<file path="src/lasi_pkg.sv">
// Shared types, codes and helpers for the line/arc step interpolator.
package lasi_pkg;

  localparam int COORD_BITS = 24;
  localparam int STEP_BITS  = COORD_BITS + 2;
  localparam int RAD_BITS   = 2 * COORD_BITS + 1;
  localparam int DEV_BITS   = 32;

  localparam logic [1:0] CMD_LINE = 2'd0;
  localparam logic [1:0] CMD_ARC  = 2'd1;
  localparam logic [1:0] CMD_TICK = 2'd2;

  localparam logic [1:0] ST_OK        = 2'd0;
  localparam logic [1:0] ST_BUSY      = 2'd1;
  localparam logic [1:0] ST_RADIUS    = 2'd2;
  localparam logic [1:0] ST_IDLE_TICK = 2'd3;

  localparam logic [1:0] QUAD_1 = 2'd0;
  localparam logic [1:0] QUAD_2 = 2'd1;
  localparam logic [1:0] QUAD_3 = 2'd2;
  localparam logic [1:0] QUAD_4 = 2'd3;

  typedef struct packed {
    logic [1:0]                   cmd;
    logic signed [COORD_BITS-1:0] start_x;
    logic signed [COORD_BITS-1:0] start_y;
    logic signed [COORD_BITS-1:0] target_x;
    logic signed [COORD_BITS-1:0] target_y;
    logic                         arc_ccw;
  } in_item_t;

  typedef struct packed {
    logic [1:0] status;
    logic       step_valid;
    logic       step_axis;
    logic       step_positive;
    logic       done_res;
  } out_item_t;

  // Request held in the input stage, with both squared radii precomputed.
  typedef struct packed {
    in_item_t            item;
    logic [RAD_BITS-1:0] rad_start;
    logic [RAD_BITS-1:0] rad_target;
  } s1_item_t;

  function automatic logic [DEV_BITS-1:0] coord_sext(input logic [COORD_BITS-1:0] v);
    coord_sext = {{(DEV_BITS - COORD_BITS){v[COORD_BITS-1]}}, v};
  endfunction

  function automatic logic [DEV_BITS-1:0] coord_zext(input logic [COORD_BITS-1:0] v);
    coord_zext = {{(DEV_BITS - COORD_BITS){1'b0}}, v};
  endfunction

endpackage

</file>
<file path="src/lasi_engine.sv">
// Interpolator state and per-request step logic (line and arc comparison method).
module lasi_engine (
  input  logic                 clk,
  input  logic                 rst_n,
  input  logic                 fire,
  input  lasi_pkg::s1_item_t   s1_data,
  output lasi_pkg::out_item_t  res
);

  localparam int CB = lasi_pkg::COORD_BITS;
  localparam int SB = lasi_pkg::STEP_BITS;
  localparam int DW = lasi_pkg::DEV_BITS;

  typedef struct packed {
    logic          axis;
    logic [DW-1:0] dev;
  } choice_t;

  logic          busy_r, busy_nxt;
  logic          arc_mode_r, arc_mode_nxt;
  logic          arc_dir_r, arc_dir_nxt;
  logic [1:0]    quad_r, quad_nxt;
  logic [1:0]    axis_neg_r, axis_neg_nxt;
  logic          axis_r, axis_nxt;
  logic [DW-1:0] dev_r, dev_nxt;
  logic [SB-1:0] steps_r, steps_nxt;
  logic [CB-1:0] pos_x_r, pos_x_nxt;
  logic [CB-1:0] pos_y_r, pos_y_nxt;
  logic [CB-1:0] end_x_r, end_x_nxt;
  logic [CB-1:0] end_y_r, end_y_nxt;

  lasi_pkg::in_item_t item;
  logic [CB-1:0]  abs_tx, abs_ty;
  logic [CB:0]    diff_x, diff_y, adiff_x, adiff_y;
  logic           sx_pos, sx_neg, sx_zero, sy_pos, sy_neg, sy_zero;
  logic [1:0]     arc_quad;
  logic [1:0]     arc_neg;
  logic           arc_axis0;
  logic [CB-1:0]  step_pos, step_pos_nxt;
  logic           dev_neg, odd_pair, pick_x;
  choice_t        line_start_c, line_tick_c;

  function automatic choice_t line_choose(input logic [DW-1:0] dev,
                                          input logic [CB-1:0] ex,
                                          input logic [CB-1:0] ey);
    choice_t c;
    if (dev != '0 && !dev[DW-1]) begin
      c.axis = 1'b0;
      c.dev  = dev - lasi_pkg::coord_zext(ey);
    end else if (dev[DW-1] || ey > ex) begin
      c.axis = 1'b1;
      c.dev  = dev + lasi_pkg::coord_zext(ex);
    end else begin
      c.axis = 1'b0;
      c.dev  = dev - lasi_pkg::coord_zext(ey);
    end
    return c;
  endfunction

  // Add 2*s*p + 1 to the deviation.
  function automatic logic [DW-1:0] arc_term(input logic [DW-1:0] dev,
                                             input logic [CB-1:0] p,
                                             input logic neg);
    logic [DW-1:0] twice;
    twice = lasi_pkg::coord_sext(p) << 1;
    return (neg ? dev - twice : dev + twice) + {{(DW-1){1'b0}}, 1'b1};
  endfunction

  assign item = s1_data.item;

  always_comb begin
    abs_tx  = item.target_x[CB-1] ? -item.target_x : item.target_x;
    abs_ty  = item.target_y[CB-1] ? -item.target_y : item.target_y;
    diff_x  = {item.target_x[CB-1], item.target_x} - {item.start_x[CB-1], item.start_x};
    diff_y  = {item.target_y[CB-1], item.target_y} - {item.start_y[CB-1], item.start_y};
    adiff_x = diff_x[CB] ? -diff_x : diff_x;
    adiff_y = diff_y[CB] ? -diff_y : diff_y;
    sx_neg  = item.start_x[CB-1];
    sx_zero = item.start_x == '0;
    sx_pos  = !sx_neg && !sx_zero;
    sy_neg  = item.start_y[CB-1];
    sy_zero = item.start_y == '0;
    sy_pos  = !sy_neg && !sy_zero;
    line_start_c = line_choose('0, abs_tx, abs_ty);
  end

  // Quadrant and step directions; points on an axis go with the motion leaving them.
  always_comb begin
    if (item.arc_ccw) begin
      if (sx_pos) begin
        if (!sy_neg) begin arc_quad = lasi_pkg::QUAD_1; arc_neg = 2'b01; end
        else         begin arc_quad = lasi_pkg::QUAD_4; arc_neg = 2'b00; end
      end else if (sx_neg) begin
        if (!sy_pos) begin arc_quad = lasi_pkg::QUAD_3; arc_neg = 2'b10; end
        else         begin arc_quad = lasi_pkg::QUAD_2; arc_neg = 2'b11; end
      end else begin
        if (sy_pos)  begin arc_quad = lasi_pkg::QUAD_2; arc_neg = 2'b11; end
        else         begin arc_quad = lasi_pkg::QUAD_4; arc_neg = 2'b00; end
      end
    end else begin
      if (sx_pos) begin
        if (sy_pos)  begin arc_quad = lasi_pkg::QUAD_1; arc_neg = 2'b10; end
        else         begin arc_quad = lasi_pkg::QUAD_4; arc_neg = 2'b11; end
      end else if (sx_neg) begin
        if (sy_neg)  begin arc_quad = lasi_pkg::QUAD_3; arc_neg = 2'b01; end
        else         begin arc_quad = lasi_pkg::QUAD_2; arc_neg = 2'b00; end
      end else begin
        if (sy_pos)  begin arc_quad = lasi_pkg::QUAD_1; arc_neg = 2'b10; end
        else         begin arc_quad = lasi_pkg::QUAD_3; arc_neg = 2'b01; end
      end
    end
    arc_axis0 = !sx_zero;
  end

  // Tick path: step the active axis, then pick the next one.
  always_comb begin
    step_pos     = axis_r ? pos_y_r : pos_x_r;
    step_pos_nxt = axis_neg_r[axis_r] ? step_pos - 1'b1 : step_pos + 1'b1;
    dev_neg      = dev_r[DW-1];
    odd_pair     = (quad_r == lasi_pkg::QUAD_2) || (quad_r == lasi_pkg::QUAD_4);
    if (arc_dir_r) begin
      pick_x = dev_neg ? odd_pair : !odd_pair;
    end else begin
      pick_x = dev_neg ? !odd_pair : odd_pair;
    end
    line_tick_c = line_choose(dev_r, end_x_r, end_y_r);
  end

  always_comb begin
    busy_nxt     = busy_r;
    arc_mode_nxt = arc_mode_r;
    arc_dir_nxt  = arc_dir_r;
    quad_nxt     = quad_r;
    axis_neg_nxt = axis_neg_r;
    axis_nxt     = axis_r;
    dev_nxt      = dev_r;
    steps_nxt    = steps_r;
    pos_x_nxt    = pos_x_r;
    pos_y_nxt    = pos_y_r;
    end_x_nxt    = end_x_r;
    end_y_nxt    = end_y_r;
    res          = '0;
    case (item.cmd)
      lasi_pkg::CMD_LINE, lasi_pkg::CMD_ARC: begin
        if (busy_r) begin
          res.status = lasi_pkg::ST_BUSY;
        end else if (item.cmd == lasi_pkg::CMD_ARC &&
                     s1_data.rad_start != s1_data.rad_target) begin
          res.status = lasi_pkg::ST_RADIUS;
        end else if (item.cmd == lasi_pkg::CMD_LINE) begin
          arc_mode_nxt = 1'b0;
          axis_neg_nxt = {item.target_y[CB-1], item.target_x[CB-1]};
          end_x_nxt    = abs_tx;
          end_y_nxt    = abs_ty;
          pos_x_nxt    = '0;
          pos_y_nxt    = '0;
          steps_nxt    = {2'b00, abs_tx} + {2'b00, abs_ty};
          axis_nxt     = line_start_c.axis;
          dev_nxt      = line_start_c.dev;
          busy_nxt     = steps_nxt != '0;
        end else begin
          arc_mode_nxt = 1'b1;
          arc_dir_nxt  = item.arc_ccw;
          pos_x_nxt    = item.start_x;
          pos_y_nxt    = item.start_y;
          quad_nxt     = arc_quad;
          axis_neg_nxt = arc_neg;
          steps_nxt    = {1'b0, adiff_x} + {1'b0, adiff_y};
          axis_nxt     = arc_axis0;
          dev_nxt      = arc_term('0, arc_axis0 ? item.start_y : item.start_x,
                                  arc_neg[arc_axis0]);
          busy_nxt     = steps_nxt != '0;
        end
      end
      lasi_pkg::CMD_TICK: begin
        if (!busy_r) begin
          res.status = lasi_pkg::ST_IDLE_TICK;
        end else begin
          res.step_valid    = 1'b1;
          res.step_axis     = axis_r;
          res.step_positive = !axis_neg_r[axis_r];
          if (axis_r) begin
            pos_y_nxt = step_pos_nxt;
          end else begin
            pos_x_nxt = step_pos_nxt;
          end
          if (arc_mode_r) begin
            axis_nxt = !pick_x;
            dev_nxt  = arc_term(dev_r, pick_x ? pos_x_nxt : pos_y_nxt, axis_neg_r[!pick_x]);
          end else begin
            axis_nxt = line_tick_c.axis;
            dev_nxt  = line_tick_c.dev;
          end
          steps_nxt = steps_r - 1'b1;
          if (steps_nxt == '0) begin
            busy_nxt     = 1'b0;
            res.done_res = 1'b1;
          end
        end
      end
      default: begin
        res = '0;
      end
    endcase
  end

  always_ff @(posedge clk) begin
    if (!rst_n) begin
      busy_r     <= 1'b0;
      arc_mode_r <= 1'b0;
      arc_dir_r  <= 1'b0;
      quad_r     <= lasi_pkg::QUAD_1;
      axis_neg_r <= 2'b00;
      axis_r     <= 1'b0;
      dev_r      <= '0;
      steps_r    <= '0;
      pos_x_r    <= '0;
      pos_y_r    <= '0;
      end_x_r    <= '0;
      end_y_r    <= '0;
    end else if (fire) begin
      busy_r     <= busy_nxt;
      arc_mode_r <= arc_mode_nxt;
      arc_dir_r  <= arc_dir_nxt;
      quad_r     <= quad_nxt;
      axis_neg_r <= axis_neg_nxt;
      axis_r     <= axis_nxt;
      dev_r      <= dev_nxt;
      steps_r    <= steps_nxt;
      pos_x_r    <= pos_x_nxt;
      pos_y_r    <= pos_y_nxt;
      end_x_r    <= end_x_nxt;
      end_y_r    <= end_y_nxt;
    end
  end

  a_busy_has_steps: assert property (@(posedge clk) disable iff (!rst_n)
    busy_r |-> steps_r != '0)
    else $error("busy with no steps left");

  a_idle_after_done: assert property (@(posedge clk) disable iff (!rst_n)
    $fell(busy_r) |-> $past(!rst_n) || $past(fire && res.done_res))
    else $error("move ended without a final step");

  a_busy_reject_holds: assert property (@(posedge clk) disable iff (!rst_n)
    fire && res.status == lasi_pkg::ST_BUSY |=> busy_r && $stable(steps_r))
    else $error("rejected start changed the move");

  a_done_is_step: assert property (@(posedge clk) disable iff (!rst_n)
    fire && res.done_res |-> res.step_valid && steps_r == {{(SB-1){1'b0}}, 1'b1})
    else $error("final step mark on a non-final step");

endmodule

</file>
<file path="config.mk">
export PLATFORM = sky130hd
export DESIGN_NAME = lasi_engine
export DESIGN_NICKNAME = d
export VERILOG_FILES = /design/src/lasi_pkg.sv /design/src/lasi_engine.sv
export SDC_FILE = /design/constraint.sdc
export NUM_CORES = 1
export LEC_CHECK = 0
export BUFFER_PORTS_ARGS = -buffer_cell sky130_fd_sc_hd__buf_2
export CAP_MARGIN = 10
export CELL_PAD_IN_SITES_DETAIL_PLACEMENT = 0
export CELL_PAD_IN_SITES_GLOBAL_PLACEMENT = 1
export CORE_MARGIN = 4
export CORE_UTILIZATION = 45
export DETAILED_ROUTE_END_ITERATION = 10
export PLACE_DENSITY = 0.84
export SLEW_MARGIN = 10
export SYNTH_ARGS = -nofsm -noshare
export SYNTH_HDL_FRONTEND = slang
export SYNTH_SLANG_ARGS = --single-unit
</file>
<file path="constraint.sdc">
create_clock -name clk -period 9 [get_ports clk]
set_input_delay 0 -clock clk [delete_from_list [all_inputs] [get_ports clk]]
set_output_delay 0 -clock clk [all_outputs]
set_load 0.01 [all_outputs]
</file>
Word-level counts from Yosys, hierarchy flattened:

Index checks and enable logic that the tools add are counted.

* register bits: 162
* bits of input ports: 200
* output and inout bits: 6
* logic and storage cells: 167

* add/subtract/negate cells: 19
* magnitude comparators: 5
* equality and inequality tests: 8
* muxes and demuxes: 92
* bitwise logic cells: 3
* reductions and logical operators: 28

Operators with widths (number)
* $mux 24: 20
* $mux 32: 7
* $mux 26: 4
* $mux 33: 3
* $pmux 24 s2: 2
* $add 32x1->32 const B: 2
* $pmux 32 s2: 1
* $pmux 26 s2: 1
* $reduce_bool 26->1: 2
* $mux 25: 2
* $neg 25->25: 2
* $sub 24x24->25: 2
* $ne 49x49->1: 1
* $gt 24x24->1: 2
* $logic_not 24->1: 2
* $neg 24->24: 2
* $mux 2: 22
* $add 32x24->32: 1
* $add 32x32->32: 1
* $reduce_bool 32->1: 1
* $sub 32x24->32: 1
* $sub 32x32->32: 1
* $add 25x25->26: 1
* $logic_not 26->1: 1
* other kinds (24): 71

Longest topological paths before layout:

Gate-level depths: netlist of the first run.

* word-level depth: 15
* gate-level depth with buffers: 36
* mapped depth without buffers: 30

Worst setup path before layout of the first run:

No wires, ideal clock.

* path type: register to register
* start point: reg axis_r
* end point: reg dev_r[30]
* arrival: 8.034 ns
* data required time: 8.862 ns
* slack: 0.828 ns
* stages on the path, launching flop included: 36
* path buffers: 8
* clock period less this slack: 8.172 ns
* cell sequence: dfxtp_1 > buf_2 > clkbuf_1 > clkbuf_1 > buf_1 > clkbuf_1 > buf_1 > nand2_1 > and2_1 > inv_1 > ha_1 > clkbuf_1 > o21ai_0 > a21oi_1 > o21ai_0 > nor3_1 > o32ai_1 > a2111o_1 > nor4b_1 > nand2_1 > o21ai_0 > xnor2_1 > ha_1 > clkbuf_1 > nand2_1 > nor2_1 > nand3_1 > a211oi_1 > nor2_1 > xnor2_1 > nand4_1 > nor4_1 > nand4_1 > o21a_1 > o311ai_0 > a221oi_1

* longest elaborated chain between the ends: 13
* elaborated cells on any way between the ends: 20
* classes of those cells: add/sub (5); mux (15)

RTL lines
* start, declared: RTL line lasi_engine.sv:24 `logic axis_r, axis_nxt;`
* start signal, assigned: RTL line lasi_engine.sv:227 `axis_r <= axis_nxt;`
* $mux 24 / $mux 1 (equally long branches): RTL line lasi_engine.sv:117, lasi_engine.sv:118
* $add 24x1->24, or another cell as far along: RTL line lasi_engine.sv:118 `step_pos_nxt = axis_neg_r[axis_r] ? step_pos - 1'b1 : step_pos + 1'b1;`
* $mux 24: RTL line lasi_engine.sv:118
* $mux 24: RTL line lasi_engine.sv:182 `if (axis_r) begin`
* $mux 24: RTL line lasi_engine.sv:176 `if (!busy_r) begin`
* $mux 24: RTL line lasi_engine.sv:143 `case (item.cmd)`
* $mux 24 (*): RTL line lasi_engine.sv:189 `dev_nxt = arc_term(dev_r, pick_x ? pos_x_nxt : pos_y_nxt, axis_neg_r[!pick_x]);`
* $add 32x32->32 / $sub 32x32->32 (equally long branches): RTL line lasi_engine.sv:66 `return (neg ? dev - twice : dev + twice) + {{(DW-1){1'b0}}, 1'b1};`
* $mux 32 (*): RTL line lasi_engine.sv:66
* $add 32x1->32 (*): RTL line lasi_engine.sv:66
* $mux 32 (*): RTL line lasi_engine.sv:187 `if (arc_mode_r) begin`
* $mux 32 (*): RTL line lasi_engine.sv:176
* $pmux 32 s2 (*): RTL line lasi_engine.sv:143
* end signal, assigned: RTL line lasi_engine.sv:228 `dev_r <= dev_nxt;`
* end, declared: RTL line lasi_engine.sv:25 `logic [DW-1:0] dev_r, dev_nxt;`

Every way passes the cells marked *; elsewhere a longest branch is shown, timed or not. The select of a mux whose other input is x is not followed.
A chain may end at the register's enable or synchronous reset.

Final worst setup path of the first run:

Same ends and word-level chain as after synthesis.

==> results of run 1 <==
==> synth_stat cells, types with 52 or more instances <==
library cell  count  area, µm²
a21oi_1         284       1420
nor2_1          369       1390
clkbuf_1        156        586
nor3_1          131        656
a21o_1           81        608
xnor2_1         203       1780
ha_1            255       3190
nand2_1         341       1280
o21ai_0         253       1270
o21a_1           52        390
dfxtp_1         161       3220
nand3_1          83        415
a211oi_1        111        833
inv_1           242        908
xor2_1          181       1590
nor4_1           57        357
==> power by group <==
group	leakage [nW]	internal [mW]	switching, mW
sequential	1.32	0.754	0.0699
clock	0.279	0.396	0.378
combinational	10.6	1.18	1.99
total	12.1	2.33	2.44
==> metrics by stage <==
stage | area (µm²) | hold WS [ns]
2_1_floorplan | 26800 | 0.136
3_3_place_gp | 28300 | 0.324
3_5_place_dp | 28300 | 0.327
4_1_cts | 29300 | 0.00713
5_1_grt | 29300 | 0.0316
6_report | 29300 | 0.0255
==> critical path, delay by kind of cell (launching register included) <==
| family | cells | cell delay, ns |
|---|---|---|
| fa+ha+maj | 2 | 0.87 |
| buf+inv | 3 | 0.41 |
| compound gates | 11 | 2.85 |
| xor+xnor | 2 | 0.50 |
| simple gates | 11 | 2.62 |
| flops | 1 | 0.69 |
==> sequential cells by signal, summed over array words and instances, names as in the netlist <==
register and count:
end_y_r 24, steps_r 26, axis_r 1, arc_mode_r 1, arc_dir_r 1, pos_y_r 24, busy_r 1, axis_neg_r 2
pos_x_r 24, dev_r 32, end_x_r 24, quad_r 1
==> final cells by class <==
type | instances | area share, %
Sequential cell | 161 | 11.0
Inverter | 244 | 3.13
Clock buffer | 18 | 1.50
Timing Repair Buffer | 273 | 5.59
Clock inverter | 14 | 0.482
Tap cell | 773 | 3.30
Antenna cell | 2 | 0.0171
Multi-Input combinational cell | 3249 | 75.0
==> cell usage in the layout (no fill, tap or decap), drive strengths merged, types with 52 or more instances in the layout <==
cell type / n
buf: 233
o21ai: 261
nand2: 341
a211oi: 111
ha: 255
nand3: 83
nor2: 369
a21o: 81
dfxtp: 161
nor3: 131
xnor2: 203
inv: 251
o21a: 52
nor4: 58
xor2: 181
a21oi: 284
==> metal layers <==
layer | GRT usage (%) | up-vias | part of all wire [%]
li1 | - | 14300 | -
met1 | 45.9 | 14000 | 44
met2 | 48.6 | 1343 | 42
met3 | 5.47 | 224 | 8.4
met4 | 14.5 | 0 | 5.1
met5 | 0 | - | 0
==> path summary, 6_finish.rpt <==
| check | slack (ns) | to | from | cells past startpoint |
|---|---|---|---|---|
| worst min register to register | 0.49 | steps_r[12] | steps_r[12] | 2 |
| worst max register to register | 0.89 | dev_r[30] | axis_r | 29 |
| worst max-delay path | 0.89 | dev_r[30] | axis_r | 29 |
| worst min-delay path | 0.03 | axis_neg_r[0] | s1_data[170] | 4 |
==> kinds of logic (layout without fill, tap and decap cells) <==
group                    Yosys count  count (layout)
multiplexers                      63              63
XOR/XNOR                         386             386
other                              0               2
buffers and inverters            428             549
adder cells (fa/ha/maj)          263             263
AO/OA/AOI/OAI                   1217            1217
flip-flops                       161             161
AND/OR/NAND/NOR                 1320            1320
==> what timing repair did <==
| item | in CTS | in global routing |
|---|---|---|
| setup buffers | 0 | 0 |
| hold buffers | 40 | 0 |
| endpoints found under the hold margin | 40 | 0 |
| endpoints found under the setup margin | 0 | 0 |
==> metrics.cfg, run 1 <==
[clocking]
cts.repair.resized = 0
numCtsBuffers = 17
cts_buffer_depth = 2
worstSkewPairLatency_ns = 0.50
htree_levels = 4
ctsRootBufferMaster = clkbuf_16
cts_tree = built
cts.reportedPaths.clkPinSlew_ns = 0.07
cts.sinks = 161

[detailed_routing]
drt_iter0_markers = 3219
first_pass_iters = 8
vias = 29900
finalWirelength_um = 108000
ant_nets = 0
routedWlPerCell_um = 22.8
drcViolationCount = 0
vias_per_cell = 6.31

[timing]
period_needed_ns = 8.11
finalCritPeriodShare_pct = 90.1
hold_viol = 0
tightest_slew_ns = 1.12
relSlewSlack_pct = 24.6
tns_ns = 0
setup_viol = 0
finClkSkew_ns = 0.0134
rsz0062_at_grt = no
fmax_ghz = 0.123
setup_ws_ns = 0.890
slew_violations = 0

[pwr]
powerDensity_nw_per_um2 = 163
leakage_nw = 12.1
totalPowerFinal_mw = 4.77
ir_drop_mv = 0.225

[place]
gp_congestion = 0.989
dp_slack_ns = 1.15
hpwlAfterDp_um = 86200
portBuffers = 205
dp.cells = 4660

[synth]
async_reset_ff_share_pct = 0
synth_top_family_by_area = compound AO/OA/AOI/OAI gates
synth_edf_count = 0
yosysSeqAreaShare_pct = 12.0
netlist_instances = 3838
ys_seq_elements = 161
synth_compound_area_share_pct = 30.2
synth_mux_area_share_pct = 2.51
synth_warnings = 0
synth_simple_gate_area_share_pct = 23.9
syn_nets = 4301
synth_xor_area_share_pct = 12.7
synth-adder-area-share_pct = 12.5
synth.distinct_cells = 97
ys.flop_type = dfxtp_1
synth_area_um2 = 26800
syn_area_per_cell_um2 = 6.98

[critical_path]
critPathCaptureType = flop
crit_path_start_kind = flop
worstSetupPathType = flop to flop
max_stage_delay_ns = 0.69
worst-path-max-fanout = 49
worstPathRequired_ns = 9.33
critical_path.slowest_cell = dfxtp_4
cpMostUsedCell = a21oi_1
cp.arrival_ns = 8.44

[finish]
finalNonFillerCells = 4734
nFillCells = 6125
multi_input_area_um2 = 22000
postLayoutCoreUtil_pct = 49.7
fin_nets = 4409
regArea_um2 = 3230
drive_above_1_share_pct = 9.09
area_growth_pct = 9.42

[floorplan]
io_pins = 206
initial_utilization_pct = 45.4
die_h_um = 252
fp.dieW_um = 252
rows = 89
dieArea_um2 = 63500
core-area_um2 = 59000

[hold_path]
hold_class = input port to flop

[grt]
antenna_found_initial = 2
grt.overflow.total = 0
grt_pass1_vias = 26800
grt_max_degree = 88
grt_pass1_wl_um = 162000
grt_use_total_pct = 32.5

[outcome]
status = finished clean

[run]
maxCapViolations = 0

No activity file was read; power rests on OpenSTA's default activity.
==> inputs of run 2 (changes only) <==
--- a/config.mk
+++ b/config.mk
@@ -11,6 +11,7 @@
 export CELL_PAD_IN_SITES_GLOBAL_PLACEMENT = 1
 export CORE_MARGIN = 4
 export CORE_UTILIZATION = 45
+export CTS_BUF_LIST = sky130_fd_sc_hd__clkbuf_8
 export DETAILED_ROUTE_END_ITERATION = 10
 export PLACE_DENSITY = 0.84
 export SLEW_MARGIN = 10
==> run 2 against run 1 <==
Compared with the run above:
- fmax grew 1.0%
- combinational power is essentially flat
- highest routed layer unchanged
- wire length grew 0.16%
- worst setup slack gained 0.084 ns
- die area is the same
- clock skew grew 0.010 ns
- cell count grew 0.30%
- sequential cell count is the same
==> metrics.cfg, run 2 (synthesis results as in run 1) <==
[grt]
antenna_found_initial = 3  ; +1
grt_pass1_vias = 26800  ; +0.18%
grt_max_degree = 88  ; unchanged
grt_pass1_wl_um = 162000  ; about the same
grt_use_total_pct = 32.5  ; about the same
grt.overflow.total = 0  ; unchanged

[outcome]
status = finished clean

[finish]
largest_reg_flops = 32  ; unchanged
drive_above_1_share_pct = 9.06  ; -0.032 points
regMostFlops = dev_r
final_area_um2 = 29300  ; -0.17%
reg_top3 = dev_r: 32 flops, steps_r: 26 flops
final_common_cell = nor2_1
fin_nets = 4423  ; +0.32%
final_cell_mix = 368 x nor2_1, 341 x nand2_1, 284 x a21oi_1, 255 x ha_1, 252 x o21ai_0
area_growth_pct = 9.23

[clocking]
cts_tree = built
cts_buffer_depth = 2  ; unchanged
cts.sinks = 161  ; unchanged
cts.reportedPaths.clkPinSlew_ns = 0.12  ; +0.05 ns
post_cts_buffers = 0  ; unchanged
numCtsBuffers = 17  ; unchanged
htree_levels = 4  ; unchanged
worstSkewPairLatency_ns = 0.58  ; +0.08 ns
ctsRootBufferMaster = clkbuf_8

[timing]
rsz0062_at_grt = no
tns_ns = 0  ; unchanged
finClkSkew_ns = 0.0234  ; +0.00998 ns
tightest_slew_ns = 1.12  ; +0.00555 ns
setup_viol = 0  ; unchanged
finalCritPeriodShare_pct = 89.2  ; -0.93 points
fmax_ghz = 0.125  ; +1.0%
relSlewSlack_pct = 24.8  ; +0.16 points
period_needed_ns = 8.03  ; -0.0836 ns
hold_viol = 0  ; unchanged
slew_violations = 0  ; unchanged

[detailed_routing]
vias = 29800  ; -0.13%
drcViolationCount = 0  ; unchanged
routedWlPerCell_um = 22.8  ; -0.14%
drt_iter0_markers = 3370  ; +4.7%
ant_nets = 0  ; unchanged
first_pass_iters = 6  ; -2
vias_per_cell = 6.28  ; -0.43%
finalWirelength_um = 108000  ; +0.16%

[place]
portBuffers = 205  ; unchanged
placed_cell_area_um2 = 28300  ; unchanged
hpwlAfterDp_um = 86200  ; unchanged
gp_congestion = 0.989  ; unchanged

[critical_path]
cpMostUsedCell = a21oi_1
worstSetupPathType = flop to flop
crit_path_start_kind = flop
max_stage_delay_ns = 0.69  ; about the same
worst-path-max-fanout = 49  ; unchanged
cp_top_family = compound AO/OA/AOI/OAI gates
critPathCaptureType = flop
critical_path.slowest_cell = dfxtp_4
worst-r2r-setup-slack_ns = 0.97  ; +0.08 ns
path_buf_inv = 3  ; unchanged
worstPathRequired_ns = 9.41  ; +0.08 ns
cp.arrival_ns = 8.44  ; about the same

[floorplan]
io_pins = 206  ; unchanged
fp.dieW_um = 252  ; unchanged
rows = 89  ; unchanged
initial_utilization_pct = 45.4  ; unchanged
dieArea_um2 = 63500  ; unchanged
core-area_um2 = 59000  ; unchanged
die_h_um = 252  ; unchanged

[pwr]
ir_drop_mv = 0.231  ; +2.4%
leakage_nw = 12.1  ; -0.26%
totalPowerFinal_mw = 4.59  ; -3.7%
powerDensity_nw_per_um2 = 157  ; -3.6%

[run]
maxCapViolations = 0  ; unchanged

[hold_path]
hold_class = input port to flop

-- run 2: cell types whose count changed in the layout (fill, tap and decap cells not counted), sizes merged --
| cell | previous run | this run |
|---|---|---|
| dlygate4sd3 | 40 | 54 |
-- run 2: power breakdown --
| part | total [mW] | internal [mW] | switching [mW] |
|---|---|---|---|
| combinational | 3.18 | 1.18 | 2.00 |
| sequential | 0.824 | 0.754 | 0.0698 |
| clock | 0.587 | 0.234 | 0.353 |
-- run 2: stage by stage --
stage	setup WS (ns)	hold slack [ns]	instances	util, %
CTS	1.09	0.000346	4746	49.6
global route	0.0426	0.0401	4747	49.6
global placement	1.24	0.324	4660	48.0
finish	0.973	0.0249	4748	49.6
floorplan	0.828	0.136	3838	-
detailed placement	1.15	0.327	4660	48.0
-- run 2: cell type report --
| cell class | count | area, µm² |
|---|---|---|
| inverters | 244 | 918 |
| clock buffers | 18 | 248 |
| flip-flops and latches | 161 | 3230 |
| clock inverters | 14 | 141 |
| multi-input cells | 3249 | 22000 |
| diodes | 2 | 5.00 |
| fillers | 6145 | 29800 |
| repair buffers | 287 | 1780 |
| well taps | 773 | 967 |
-- run 2: path summary, 6_finish.rpt --
path	startpoint	endpoint	cells past startpoint
worst max register to register	axis_r	dev_r[30]	29
worst min-delay path	s1_data[162]	pos_y_r[15]	3
worst max-delay path	axis_r	dev_r[30]	29
worst min register to register	steps_r[16]	steps_r[16]	2
-- run 2: repair_timing --
action,in CTS,in global routing
resized for setup,0,0
endpoints found under the hold margin,58,0
hold buffers,54,0
-- run 2: layer usage --
layer,track usage [%],vias to the layer above,wire [µm]
met4,14.6,0,5700
li1,-,14400,-
met2,48.4,1280,45400
met1,46.1,14000,48200
met3,5.31,222,8930
met5,0,-,0
-- run 2: worst reg2reg max path, delay by kind of cell (launching register included) --
| family | cells | cell delay, ns |
|---|---|---|
| and+or+nand+nor | 11 | 2.58 |
| buffers and inverters | 3 | 0.41 |
| adders and majority gates | 2 | 0.88 |
| xor gates and xnor gates | 2 | 0.50 |
| DFF | 1 | 0.69 |
| AOI/OAI and AO/OA | 11 | 2.83 |
